## src/assert_macros.svh

```systemverilog
// assertion helpers for the rtl
`ifndef ASSERT_MACROS_SVH
`define ASSERT_MACROS_SVH

// checked on every clock edge outside reset
`define HSV_ASSERT(lbl, prop, msg) \
    lbl: assert property (@(posedge aclk) disable iff (!aresetn) prop) else $error(msg);

// checked on every clock edge, reset included
`define HSV_ASSERT_ALWAYS(lbl, prop, msg) \
    lbl: assert property (@(posedge aclk) prop) else $error(msg);

`endif

```

## src/hsvrgb_pkg.sv

```systemverilog
`timescale 1ns / 1ps

package hsvrgb_pkg;

    localparam int PCT_FULL     = 100;
    localparam int SECTOR_DEG   = 60;
    localparam int SECTOR_COUNT = 6;
    localparam int CHAN_MAX     = 255;
    localparam int HUE_WRAP     = SECTOR_DEG * SECTOR_COUNT;

    // number of register stages end to end
    localparam int PIPE_DEPTH   = 9;

    // reciprocals: floor(x * RECIP >> SHIFT) == floor(x / d) over the used range
    localparam int  RECIP360_SHIFT = 32;
    localparam longint RECIP360    = ((64'd1 << RECIP360_SHIFT) + HUE_WRAP - 1) / HUE_WRAP;
    localparam int  RECIP60_SHIFT  = 24;
    localparam longint RECIP60     = ((64'd1 << RECIP60_SHIFT) + SECTOR_DEG - 1) / SECTOR_DEG;
    localparam int  RECIP100_SHIFT = 28;
    localparam longint RECIP100    = ((64'd1 << RECIP100_SHIFT) + PCT_FULL - 1) / PCT_FULL;

    typedef logic [6:0]  pct_t;
    typedef logic [7:0]  chan_t;
    typedef logic [15:0] hue_t;

    typedef enum logic [2:0] {
        SEC_R_TO_Y = 3'd0,
        SEC_Y_TO_G = 3'd1,
        SEC_G_TO_C = 3'd2,
        SEC_C_TO_B = 3'd3,
        SEC_B_TO_M = 3'd4,
        SEC_M_TO_R = 3'd5
    } sector_t;

    typedef struct packed {
        sector_t    sector;
        logic [5:0] frac;
        pct_t       sat;
        pct_t       val;
    } hue_res_t;

    typedef struct packed {
        sector_t sector;
        pct_t    val;
        pct_t    p;
        pct_t    q;
        pct_t    t;
    } pqt_t;

    // floor(h / 360) for any 16-bit h
    function automatic logic [7:0] div360(input hue_t h);
        logic [39:0] prod;
        prod = {24'd0, h} * 40'(RECIP360);
        return prod[39:32];
    endfunction

    // floor(x / 60) for x up to 6000
    function automatic pct_t div60(input logic [12:0] x);
        logic [31:0] prod;
        prod = {19'd0, x} * 32'(RECIP60);
        return prod[30:24];
    endfunction

    // floor(x / 100) for x up to 25500
    function automatic chan_t div100(input logic [14:0] x);
        logic [36:0] prod;
        prod = {22'd0, x} * 37'(RECIP100);
        return prod[35:28];
    endfunction

    function automatic pct_t clamp_pct(input pct_t x);
        return (x > pct_t'(PCT_FULL)) ? pct_t'(PCT_FULL) : x;
    endfunction

    // sector of a hue already reduced below 360
    function automatic sector_t sector_of(input logic [8:0] hm);
        sector_t sec;
        if (hm >= 9'(5 * SECTOR_DEG)) begin
            sec = SEC_M_TO_R;
        end else if (hm >= 9'(4 * SECTOR_DEG)) begin
            sec = SEC_B_TO_M;
        end else if (hm >= 9'(3 * SECTOR_DEG)) begin
            sec = SEC_C_TO_B;
        end else if (hm >= 9'(2 * SECTOR_DEG)) begin
            sec = SEC_G_TO_C;
        end else if (hm >= 9'(SECTOR_DEG)) begin
            sec = SEC_Y_TO_G;
        end else begin
            sec = SEC_R_TO_Y;
        end
        return sec;
    endfunction

endpackage

```

## src/hsvrgb_hue.sv

```systemverilog
`timescale 1ns / 1ps

module hsvrgb_hue (
    input  logic                  aclk,
    input  logic                  aresetn,
    input  logic                  in_valid,
    output logic                  in_ready,
    input  hsvrgb_pkg::hue_t      hue,
    input  hsvrgb_pkg::pct_t      saturation,
    input  hsvrgb_pkg::pct_t      brightness,
    output logic                  out_valid,
    input  logic                  out_ready,
    output hsvrgb_pkg::hue_res_t  out_data
);
    import hsvrgb_pkg::*;

    logic vld1_reg, vld2_reg, vld3_reg;
    logic rdy1, rdy2, rdy3;

    hue_t       h1_reg;
    logic [7:0] quo1_reg;
    pct_t       s1_reg, v1_reg;
    logic [8:0] hm2_reg;
    pct_t       s2_reg, v2_reg;
    hue_res_t   res3_reg;

    logic [15:0] wrap_sub;
    logic [8:0]  hm_next;
    sector_t     sec_next;
    logic [8:0]  base_deg;
    hue_res_t    res3_next;

    assign rdy3     = !vld3_reg || out_ready;
    assign rdy2     = !vld2_reg || rdy3;
    assign rdy1     = !vld1_reg || rdy2;
    assign in_ready = rdy1;

    // hue minus whole turns
    assign wrap_sub = h1_reg - 16'(quo1_reg) * 16'(HUE_WRAP);
    assign hm_next  = wrap_sub[8:0];

    always_comb begin
        sec_next          = sector_of(hm2_reg);
        base_deg          = 9'(sec_next) * 9'(SECTOR_DEG);
        res3_next.sector  = sec_next;
        res3_next.frac    = 6'(hm2_reg - base_deg);
        res3_next.sat     = s2_reg;
        res3_next.val     = v2_reg;
    end

    always_ff @(posedge aclk) begin
        if (!aresetn) begin
            vld1_reg <= 1'b0;
            vld2_reg <= 1'b0;
            vld3_reg <= 1'b0;
        end else begin
            if (rdy1) vld1_reg <= in_valid;
            if (rdy2) vld2_reg <= vld1_reg;
            if (rdy3) vld3_reg <= vld2_reg;
        end
    end

    always_ff @(posedge aclk) begin
        if (rdy1 && in_valid) begin
            h1_reg   <= hue;
            quo1_reg <= div360(hue);
            s1_reg   <= clamp_pct(saturation);
            v1_reg   <= clamp_pct(brightness);
        end
        if (rdy2 && vld1_reg) begin
            hm2_reg <= hm_next;
            s2_reg  <= s1_reg;
            v2_reg  <= v1_reg;
        end
        if (rdy3 && vld2_reg) begin
            res3_reg <= res3_next;
        end
    end

    assign out_valid = vld3_reg;
    assign out_data  = res3_reg;

endmodule

```

## src/hsvrgb_pqt.sv

```systemverilog
`timescale 1ns / 1ps

module hsvrgb_pqt (
    input  logic                  aclk,
    input  logic                  aresetn,
    input  logic                  in_valid,
    output logic                  in_ready,
    input  hsvrgb_pkg::hue_res_t  in_data,
    output logic                  out_valid,
    input  logic                  out_ready,
    output hsvrgb_pkg::pqt_t      out_data
);
    import hsvrgb_pkg::*;

    logic vld1_reg, vld2_reg, vld3_reg, vld4_reg;
    logic rdy1, rdy2, rdy3, rdy4;

    // stage 1: s * f and s * (60 - f)
    logic [12:0] sf1_reg, sr1_reg;
    sector_t     sec1_reg, sec2_reg, sec3_reg;
    pct_t        s1_reg, v1_reg, v2_reg;
    // stage 2: percentages left after the cuts
    pct_t        pa2_reg, qa2_reg, ta2_reg;
    // stage 3: v times those
    logic [13:0] vp3_reg, vq3_reg, vt3_reg;
    pct_t        v3_reg;
    pqt_t        res4_reg;

    logic [5:0]  frac_rest;
    pqt_t        res4_next;

    assign rdy4     = !vld4_reg || out_ready;
    assign rdy3     = !vld3_reg || rdy4;
    assign rdy2     = !vld2_reg || rdy3;
    assign rdy1     = !vld1_reg || rdy2;
    assign in_ready = rdy1;

    assign frac_rest = 6'(SECTOR_DEG) - in_data.frac;

    always_comb begin
        res4_next.sector = sec3_reg;
        res4_next.val    = v3_reg;
        res4_next.p      = pct_t'(div100({1'b0, vp3_reg}));
        res4_next.q      = pct_t'(div100({1'b0, vq3_reg}));
        res4_next.t      = pct_t'(div100({1'b0, vt3_reg}));
    end

    always_ff @(posedge aclk) begin
        if (!aresetn) begin
            vld1_reg <= 1'b0;
            vld2_reg <= 1'b0;
            vld3_reg <= 1'b0;
            vld4_reg <= 1'b0;
        end else begin
            if (rdy1) vld1_reg <= in_valid;
            if (rdy2) vld2_reg <= vld1_reg;
            if (rdy3) vld3_reg <= vld2_reg;
            if (rdy4) vld4_reg <= vld3_reg;
        end
    end

    always_ff @(posedge aclk) begin
        if (rdy1 && in_valid) begin
            sf1_reg  <= 13'(in_data.sat) * 13'(in_data.frac);
            sr1_reg  <= 13'(in_data.sat) * 13'(frac_rest);
            sec1_reg <= in_data.sector;
            s1_reg   <= in_data.sat;
            v1_reg   <= in_data.val;
        end
        if (rdy2 && vld1_reg) begin
            pa2_reg  <= pct_t'(PCT_FULL) - s1_reg;
            qa2_reg  <= pct_t'(PCT_FULL) - div60(sf1_reg);
            ta2_reg  <= pct_t'(PCT_FULL) - div60(sr1_reg);
            sec2_reg <= sec1_reg;
            v2_reg   <= v1_reg;
        end
        if (rdy3 && vld2_reg) begin
            vp3_reg  <= 14'(v2_reg) * 14'(pa2_reg);
            vq3_reg  <= 14'(v2_reg) * 14'(qa2_reg);
            vt3_reg  <= 14'(v2_reg) * 14'(ta2_reg);
            sec3_reg <= sec2_reg;
            v3_reg   <= v2_reg;
        end
        if (rdy4 && vld3_reg) begin
            res4_reg <= res4_next;
        end
    end

    assign out_valid = vld4_reg;
    assign out_data  = res4_reg;

endmodule

```

## src/hsvrgb_scale.sv

```systemverilog
`timescale 1ns / 1ps

module hsvrgb_scale (
    input  logic               aclk,
    input  logic               aresetn,
    input  logic               in_valid,
    output logic               in_ready,
    input  hsvrgb_pkg::pqt_t   in_data,
    output logic               out_valid,
    input  logic               out_ready,
    output hsvrgb_pkg::chan_t  red,
    output hsvrgb_pkg::chan_t  green,
    output hsvrgb_pkg::chan_t  blue
);
    import hsvrgb_pkg::*;

    logic vld1_reg, vld2_reg;
    logic rdy1, rdy2;

    pct_t        r_pct, g_pct, b_pct;
    logic [14:0] r1_reg, g1_reg, b1_reg;
    chan_t       r2_reg, g2_reg, b2_reg;

    assign rdy2     = !vld2_reg || out_ready;
    assign rdy1     = !vld1_reg || rdy2;
    assign in_ready = rdy1;

    // six-sector routing of v, p, q, t
    always_comb begin
        case (in_data.sector)
            SEC_R_TO_Y: begin
                r_pct = in_data.val; g_pct = in_data.t;   b_pct = in_data.p;
            end
            SEC_Y_TO_G: begin
                r_pct = in_data.q;   g_pct = in_data.val; b_pct = in_data.p;
            end
            SEC_G_TO_C: begin
                r_pct = in_data.p;   g_pct = in_data.val; b_pct = in_data.t;
            end
            SEC_C_TO_B: begin
                r_pct = in_data.p;   g_pct = in_data.q;   b_pct = in_data.val;
            end
            SEC_B_TO_M: begin
                r_pct = in_data.t;   g_pct = in_data.p;   b_pct = in_data.val;
            end
            default: begin
                r_pct = in_data.val; g_pct = in_data.p;   b_pct = in_data.q;
            end
        endcase
    end

    always_ff @(posedge aclk) begin
        if (!aresetn) begin
            vld1_reg <= 1'b0;
            vld2_reg <= 1'b0;
        end else begin
            if (rdy1) vld1_reg <= in_valid;
            if (rdy2) vld2_reg <= vld1_reg;
        end
    end

    always_ff @(posedge aclk) begin
        if (rdy1 && in_valid) begin
            r1_reg <= 15'(r_pct) * 15'(CHAN_MAX);
            g1_reg <= 15'(g_pct) * 15'(CHAN_MAX);
            b1_reg <= 15'(b_pct) * 15'(CHAN_MAX);
        end
        if (rdy2 && vld1_reg) begin
            r2_reg <= div100(r1_reg);
            g2_reg <= div100(g1_reg);
            b2_reg <= div100(b1_reg);
        end
    end

    assign out_valid = vld2_reg;
    assign red       = r2_reg;
    assign green     = g2_reg;
    assign blue      = b2_reg;

endmodule

```

## src/hsv_to_rgb_percent.sv

```systemverilog
// path: a request accepted on s_* reaches its result on m_* through the nine register stages
// throughput: one request per cycle while m_ready stays high, set by nine register stages that each take one
// throughput: each stage holds one request and moves on when the stage after it has room
// reset: aresetn synchronous active low, clears all stage valid bits and the in-flight check counter; no other state
`timescale 1ns / 1ps
`include "assert_macros.svh"

module hsv_to_rgb_percent (
    input  logic               aclk,
    input  logic               aresetn,
    input  logic               s_valid,
    output logic               s_ready,
    input  hsvrgb_pkg::hue_t   s_hue,
    input  hsvrgb_pkg::pct_t   s_saturation,
    input  hsvrgb_pkg::pct_t   s_brightness,
    output logic               m_valid,
    input  logic               m_ready,
    output hsvrgb_pkg::chan_t  m_red,
    output hsvrgb_pkg::chan_t  m_green,
    output hsvrgb_pkg::chan_t  m_blue
);
    import hsvrgb_pkg::*;

    // hue front end -> p/q/t core
    logic     hue_valid, hue_ready;
    hue_res_t hue_data;
    // p/q/t core -> channel routing and scaling
    logic     pqt_valid, pqt_ready;
    pqt_t     pqt_data;

    // requests accepted but not yet delivered, for checking only
    logic [3:0] inflight_reg, inflight_next;
    logic       take_in, take_out;

    // stages 1-3: clamp, reduce hue mod 360, split into sector and offset
    hsvrgb_hue u_hue (
        .aclk       (aclk),
        .aresetn    (aresetn),
        .in_valid   (s_valid),
        .in_ready   (s_ready),
        .hue        (s_hue),
        .saturation (s_saturation),
        .brightness (s_brightness),
        .out_valid  (hue_valid),
        .out_ready  (hue_ready),
        .out_data   (hue_data)
    );

    // stages 4-7: p, q, t with the truncating divides in the original order
    hsvrgb_pqt u_pqt (
        .aclk      (aclk),
        .aresetn   (aresetn),
        .in_valid  (hue_valid),
        .in_ready  (hue_ready),
        .in_data   (hue_data),
        .out_valid (pqt_valid),
        .out_ready (pqt_ready),
        .out_data  (pqt_data)
    );

    // stages 8-9: sector routing, then pct * 255 / 100; stage 9 is the output register
    hsvrgb_scale u_scale (
        .aclk      (aclk),
        .aresetn   (aresetn),
        .in_valid  (pqt_valid),
        .in_ready  (pqt_ready),
        .in_data   (pqt_data),
        .out_valid (m_valid),
        .out_ready (m_ready),
        .red       (m_red),
        .green     (m_green),
        .blue      (m_blue)
    );

    assign take_in  = s_valid && s_ready;
    assign take_out = m_valid && m_ready;

    always_comb begin
        inflight_next = inflight_reg;
        if (take_in && !take_out) begin
            inflight_next = inflight_reg + 4'd1;
        end else if (take_out && !take_in) begin
            inflight_next = inflight_reg - 4'd1;
        end
    end

    always_ff @(posedge aclk) begin
        if (!aresetn) begin
            inflight_reg <= 4'd0;
        end else begin
            inflight_reg <= inflight_next;
        end
    end

    // the output register is empty right after reset
    `HSV_ASSERT_ALWAYS(a_reset_empty, !aresetn |=> !m_valid, "m_valid set after reset")
    // the pipeline never holds more requests than it has stages
    `HSV_ASSERT(a_depth, inflight_reg <= 4'(PIPE_DEPTH), "more requests in flight than stages")
    // nothing comes out of an empty pipeline
    `HSV_ASSERT(a_no_ghost, inflight_reg == 4'd0 |-> !m_valid, "result with no request in flight")
    // the input stalls only when every stage is full behind a held result
    `HSV_ASSERT(a_stall_src, !s_ready |-> m_valid && !m_ready, "input stalled without back-pressure")

endmodule

```

## config.mk

```make
export PLATFORM = sky130hd
export DESIGN_NAME = hsv_to_rgb_percent
export DESIGN_NICKNAME = d
export VERILOG_FILES = /design/src/hsvrgb_pkg.sv /design/src/hsvrgb_hue.sv /design/src/hsvrgb_pqt.sv /design/src/hsvrgb_scale.sv /design/src/hsv_to_rgb_percent.sv
export VERILOG_INCLUDE_DIRS = /design/src /design/src/src
export SDC_FILE = /design/constraint.sdc
export NUM_CORES = 2
export LEC_CHECK = 0
export ABC_CLOCK_PERIOD_IN_PS = 15200
export BUFFER_PORTS_ARGS = -buffer_cell sky130_fd_sc_hd__clkbuf_2
export CAP_MARGIN = 20
export CELL_PAD_IN_SITES_DETAIL_PLACEMENT = 1
export CELL_PAD_IN_SITES_GLOBAL_PLACEMENT = 1
export CORE_MARGIN = 2
export CORE_UTILIZATION = 30
export CTS_CLUSTER_DIAMETER = 120
export DETAILED_ROUTE_END_ITERATION = 7
export HOLD_SLACK_MARGIN = 0.1
export PLACE_DENSITY_LB_ADDON = 0.08
export SYNTH_ARGS = -nofsm -noshare
export SYNTH_HDL_FRONTEND = slang
export SYNTH_HIERARCHICAL = 1
export SYNTH_SLANG_ARGS = --single-unit
```

## constraint.sdc

```tcl
create_clock -name aclk -period 15.2 [get_ports aclk]
set_input_delay 3.04 -clock aclk [delete_from_list [all_inputs] [get_ports aclk]]
set_output_delay 3.04 -clock aclk [all_outputs]
set_load 0.02 [all_outputs]
```

======== After elaboration in Yosys (flattened, before gate mapping) ========
Index checks and enable logic that the tools add are counted.
cells by class
  add/sub/neg operators ................... 6
  $mul .................................... 19
  magnitude comparators ................... 7
  eq/ne operators ......................... 4
  muxes and demuxes ....................... 8
  reductions and logical operators ........ 32
operators by type and width
  kind                      count
  $mul A15 B22 Y36 const B  3
  $mul A14 B22 Y35 const B  3
  $pmux W7 S3               3
  $mul A13 B19 Y31 const B  2
  $mul A7 B8 Y15 const B    3
  $mul A7 B7 Y14            3
  $mul A16 B24 Y40 const B  1
  $mul A7 B6 Y13            2
  $sub A7 B7 Y7 const A     3
  $ge A9 B8 Y1 const B      2
  $gt A7 B7 Y1 const B      2
  $mux W3                   4
  $ge A9 B6 Y1 const B      1
  $ge A9 B7 Y1 const B      1
  $ge A9 B9 Y1 const B      1
  $logic_and A1 B1 Y1       9
  $logic_not A1 Y1          9
  $logic_or A1 B1 Y1        9
  $sub A9 B9 Y9             1
  $mul A8 B6 Y6 const B     1
  $reduce_or A2 Y1          4
  $eq A3 B2 Y1 const B      2
  $sub A6 B6 Y6             1
  $sub A6 B6 Y6 const A     1
  5 further kinds           5
storage, ports and cells
  register bits ........................... 312
  input bits .............................. 34
  logic and storage cells ................. 122

======== Depth between registers and ports, before layout ========
  word-level depth ........................ 11
  mapped depth ............................ 22
  mapped depth without buffers ............ 22

======== Modules after synthesis ========
Netlist, hierarchy kept.
modules (own cells, without submodules)
  module        instances  cells each  area an instance (um2)  seq. area each (um2)
  hsvrgb_pqt    1          2818        29502.0                 4764.6
  hsvrgb_scale  1          2073        21281.7                 2112.0
  hsvrgb_hue    1          650         7569.8                  2312.2

======== Worst setup path before layout ========
OpenSTA, ideal clock, no wires.
  path type ............................... input -> register
  start point ............................. input s_hue[13]
  end point ............................... register u_hue.quo1_reg[3] (data pin)
  setup time .............................. 260 ps
  arrival ................................. 7577 ps
  data required time ...................... 14940 ps
  setup slack ............................. 7363 ps
  stages on the path ...................... 17
  buffers on the path ..................... 0
  cell sequence ........................... ha_1 -> fa_1 -> inv_1 -> fa_1 -> inv_1 -> fa_1 -> fa_1 -> inv_1 -> fa_1 -> inv_1 -> ha_1 -> and3_1 -> and4_4 -> a221oi_1 -> o21ai_1 -> a221oi_2 -> xnor2_1
on the way
  word-level cells in the longest chain between the ends .. 1
ends and longest elaborated chain
  element                 line                      RTL
  start: declaration      hsv_to_rgb_percent.sv:13  input hsvrgb_pkg::hue_t s_hue,
  $mul A16 B24 Y40        hsvrgb_pkg.sv:53          prod = {24'd0, h} * 40'(RECIP360);
  end signal: assignment  hsvrgb_hue.sv:66          quo1_reg <= div360(hue);
  end: declaration        hsvrgb_hue.sv:21          logic [7:0] quo1_reg;
Every way passes these cells.
A chain may end at the register's enable or synchronous reset.

======== Worst setup path in the final report ========
  start point ............................. input m_ready
  end point ............................... output s_ready
on the way
  word-level cells in the longest chain between the ends .. 9
ends and longest elaborated chain
  element             line                      RTL
  start: declaration  hsv_to_rgb_percent.sv:17  input logic m_ready,
  $logic_or A1 B1 Y1  hsvrgb_scale.sv:24        assign rdy2 = !vld2_reg || out_ready;
  $logic_or A1 B1 Y1  hsvrgb_scale.sv:25        assign rdy1 = !vld1_reg || rdy2;
  via pqt_ready       hsv_to_rgb_percent.sv:28  logic pqt_valid, pqt_ready;
  $logic_or A1 B1 Y1  hsvrgb_pqt.sv:32          assign rdy4 = !vld4_reg || out_ready;
  $logic_or A1 B1 Y1  hsvrgb_pqt.sv:33          assign rdy3 = !vld3_reg || rdy4;
  $logic_or A1 B1 Y1  hsvrgb_pqt.sv:34          assign rdy2 = !vld2_reg || rdy3;
  $logic_or A1 B1 Y1  hsvrgb_pqt.sv:35          assign rdy1 = !vld1_reg || rdy2;
  via hue_ready       hsv_to_rgb_percent.sv:25  logic hue_valid, hue_ready;
  $logic_or A1 B1 Y1  hsvrgb_hue.sv:33          assign rdy3 = !vld3_reg || out_ready;
  $logic_or A1 B1 Y1  hsvrgb_hue.sv:34          assign rdy2 = !vld2_reg || rdy3;
  $logic_or A1 B1 Y1  hsvrgb_hue.sv:35          assign rdy1 = !vld1_reg || rdy2;
  end: declaration    hsv_to_rgb_percent.sv:12  output logic s_ready,
The timed path passes the listed nets, and every way through them passes these cells.

==> flow_summary.json <==
{
  "status": "finished, final reports clean",
  "dpl_cell_area_um2": 61860,
  "clockRootBuffer": "clkbuf_16",
  "wl_mm": 141.5,
  "finalMaxSlewViolations": 0,
  "worstMarginPinSlew_ns": 0.9474,
  "yosysWarnings": 6,
  "hold_viol": 0,
  "synth_edf_count": 300,
  "r2r-start": "u_pqt/vt3_reg[11]",
  "syn_area_um2": 58350,
  "via_count": 36532,
  "worstSetupStartpoint": "m_ready",
  "grt.total_usage": 0.1479,
  "synth.area.top_cells": "fa_1 (30%), ha_1 (29%), edfxtp_1 (15%), inv_1 (9.6%), xnor2_1 (2.3%)",
  "fin_nets": 7863,
  "final_cell_mix": "inv_1 (1498), ha_1 (1342), fa_1 (863)",
  "io_pins": 60,
  "grt_max_degree": 53,
  "wl_met3_mm": 2.425,
  "synth-main-ff-cell": "edfxtp_1",
  "numCtsBuffers": 46,
  "clock_path_buffers": 3,
  "layout-drive-gt1-share": 0.03816,
  "worstPathRequired_ns": 12.16,
  "setup_violations": 0,
  "first_global_vias": 41668,
  "nFillCells": 21655,
  "path_max_fanout": 6,
  "die_w_um": 445.0,
  "top_layer_used": "met4",
  "period_share": 0.6026,
  "synth_top_area_frac": 0.2961,
  "seqCellArea_um2": 9189,
  "clk_pin_slew_ns": 0.06,
  "yosysTopAreaCell": "fa_1",
  "r2r_setup_slack_ns": 8.19,
  "hold_depth": 0,
  "grt_pass1_wl_mm": 231.8,
  "cpMostUsedCell": "nor2b_1",
  "dieArea_um2": 198100,
  "fmax_mhz": 109.2,
  "fin_tns_setup_ns": 0,
  "wl_per_cell_um": 17.28,
  "crit_family": "simple AND/OR/NAND/NOR gates",
  "max-cap-violations": 0,
  "ant_nets": 0,
  "ys_types": 86,
  "grt_setup_unrepaired": "no",
  "syn2layout_area_growth_pct": 8.662,
  "hold_buffers": 0,
  "largest_reg_flops": 31,
  "reg2reg_to": "u_pqt/out_data[5]",
  "worstHoldEndpoint": "u_pqt/sec3_reg[2]",
  "multi_input_area_um2": 43470,
  "crit_type": "primary input to output port",
  "p_leak_nw": 32.54,
  "design_area_um2": 63410,
  "cpMaxStageDelayCell": "nor2b_1",
  "port_buffers": 59,
  "postCtsResizedCells": 0,
  "fin_ws_ns": 6.041,
  "clkLatencyLatePin_ns": 0.64,
  "synth_fp_nets": 7780,
  "netlist_instances": 5541,
  "power.density_nw_per_um2": 93.35,
  "avgSynthCellArea_um2": 10.53,
  "drt_iter0_drc": 920,
  "placementRows": 161,
  "firstDrtPassIters": 4,
  "cp_num_buf_inv": 2,
  "cts_htree_levels": 2,
  "die_h_um": 445.0,
  "layout_commonest_cell": "inv_1",
  "tritoncts": "done",
  "cts.sinks": 309,
  "start_kind": "primary input",
  "yosysSeqAreaShare": 0.1575,
  "vdd_drop_max_mv": 0.08407,
  "reg2reg_depth": 18,
  "fin_crit_ns": 9.159,
  "critPathMaxStageDelay_ns": 0.66,
  "hold_path_class": "flop to flop",
  "synthArstFlopShare": 0,
  "antenna_cells": 0,
  "worstPathCellList": "clkbuf_2 > nor2b_1 > nand2_1 > nor2b_1 > and2_0 > nand3_1 > nor2b_1 > nand3_1 > clkbuf_2",
  "dp_hpwl_mm": 125.2,
  "crit_arrival_ns": 6.12,
  "drt-met1-wl_mm": 68.95,
  "min_from": "u_pqt/sec2_reg[2]",
  "slew_headroom": 0.3617,
  "core_um2": 193000,
  "initial_utilization": 0.3024,
  "drcViolationCount": 0,
  "synth-seq-cells": 309,
  "dp_slack_ns": 6.070,
  "post_cts_buffers": 0,
  "wl_met2_mm": 68.02,
  "clock_skew_ns": 0.02742,
  "antenna_found_initial": 1,
  "endpoint_kind": "output port",
  "gr-total-overflow": 0,
  "vias_per_cell": 4.462,
  "place.gp.congestion": 0.8154
}
-- layer usage --
layer | vias to the layer above | track usage
li1 | 17973 | -
met2 | 198 | 0.2569
met3 | 93 | 0.01351
met5 | - | 0
met1 | 18268 | 0.2020
met4 | 0 | 0.02427
-- area by class of cell --
type / count / area share
clock inverter: 32 / 0.005111
inverter: 1498 / 0.08868
sequential: 309 / 0.1449
tap: 2526 / 0.04984
multi-input combinational: 3693 / 0.6855
clock buffer: 53 / 0.01906
timing repair buffer: 76 / 0.006867
-- cell usage after synthesis (5+ instances only) --
master	count
a211o_1	7
a211oi_1	24
a21boi_0	8
a21o_1	62
a21oi_1	179
a221oi_1	7
a31o_2	5
a31oi_1	19
a41oi_1	13
and2_1	116
and3_1	11
clkbuf_1	37
dfxtp_1	9
edfxtp_1	300
fa_1	863
ha_1	1342
inv_1	1498
mux2_2	6
mux2i_1	27
nand2_1	234
nand2b_1	16
nand3_1	49
nand3b_1	5
nand4_1	28
nor2_1	105
nor2b_1	40
nor3_1	33
nor4_1	5
o2111ai_1	9
o211ai_1	15
o21a_1	17
o21ai_0	90
o21ai_1	5
o21bai_1	38
o31ai_1	5
or2_2	17
or3_1	8
xnor2_1	150
xor2_1	58
-- worst max-delay path by stage --
| stage | endpoint | depth (start not counted) |
|---|---|---|
| final | s_ready | 9 |
| after global routing | s_ready | 9 |
| after CTS | s_ready | 9 |
| after detailed placement | s_ready | 9 |
| after global placement | s_ready | 9 |
| after floorplan | u_hue/quo1_reg[3] | 17 |
-- report_power, final --
group / switching [mW] / leakage (nW) / internal [mW]
combinational: 2.06 / 29.0 / 1.60
clock: 0.462 / 0.712 / 0.631
sequential: 0.0672 / 2.82 / 1.10
-- per-stage QoR --
step	instances	utilization	hold WS, ns	power (mW)
floorplan	5541	-	0.4003	3.924
global placement	8101	0.3205	0.4037	4.886
detailed placement	8101	0.3205	0.4057	4.909
CTS	8186	0.3285	0.4134	6.088
global route	8187	0.3286	0.4127	6.659
finish	8187	0.3286	0.4119	5.919
-- cells by family (layout without fill, tap and decap cells) --
kind of cell / count (synthesis) / after routing / share of synthesized area
adder cells (fa/ha/maj): 2206 / 2206 / 0.5840
flip-flops: 309 / 309 / 0.1575
AO/OA/AOI/OAI: 555 / 555 / 0.06325
buffers and inverters: 1539 / 1659 / 0.09906
multiplexers: 34 / 34 / 0.006046
XOR/XNOR: 209 / 209 / 0.03161
AND/OR/NAND/NOR: 689 / 689 / 0.05858
(Power assumes the default switching activity.)
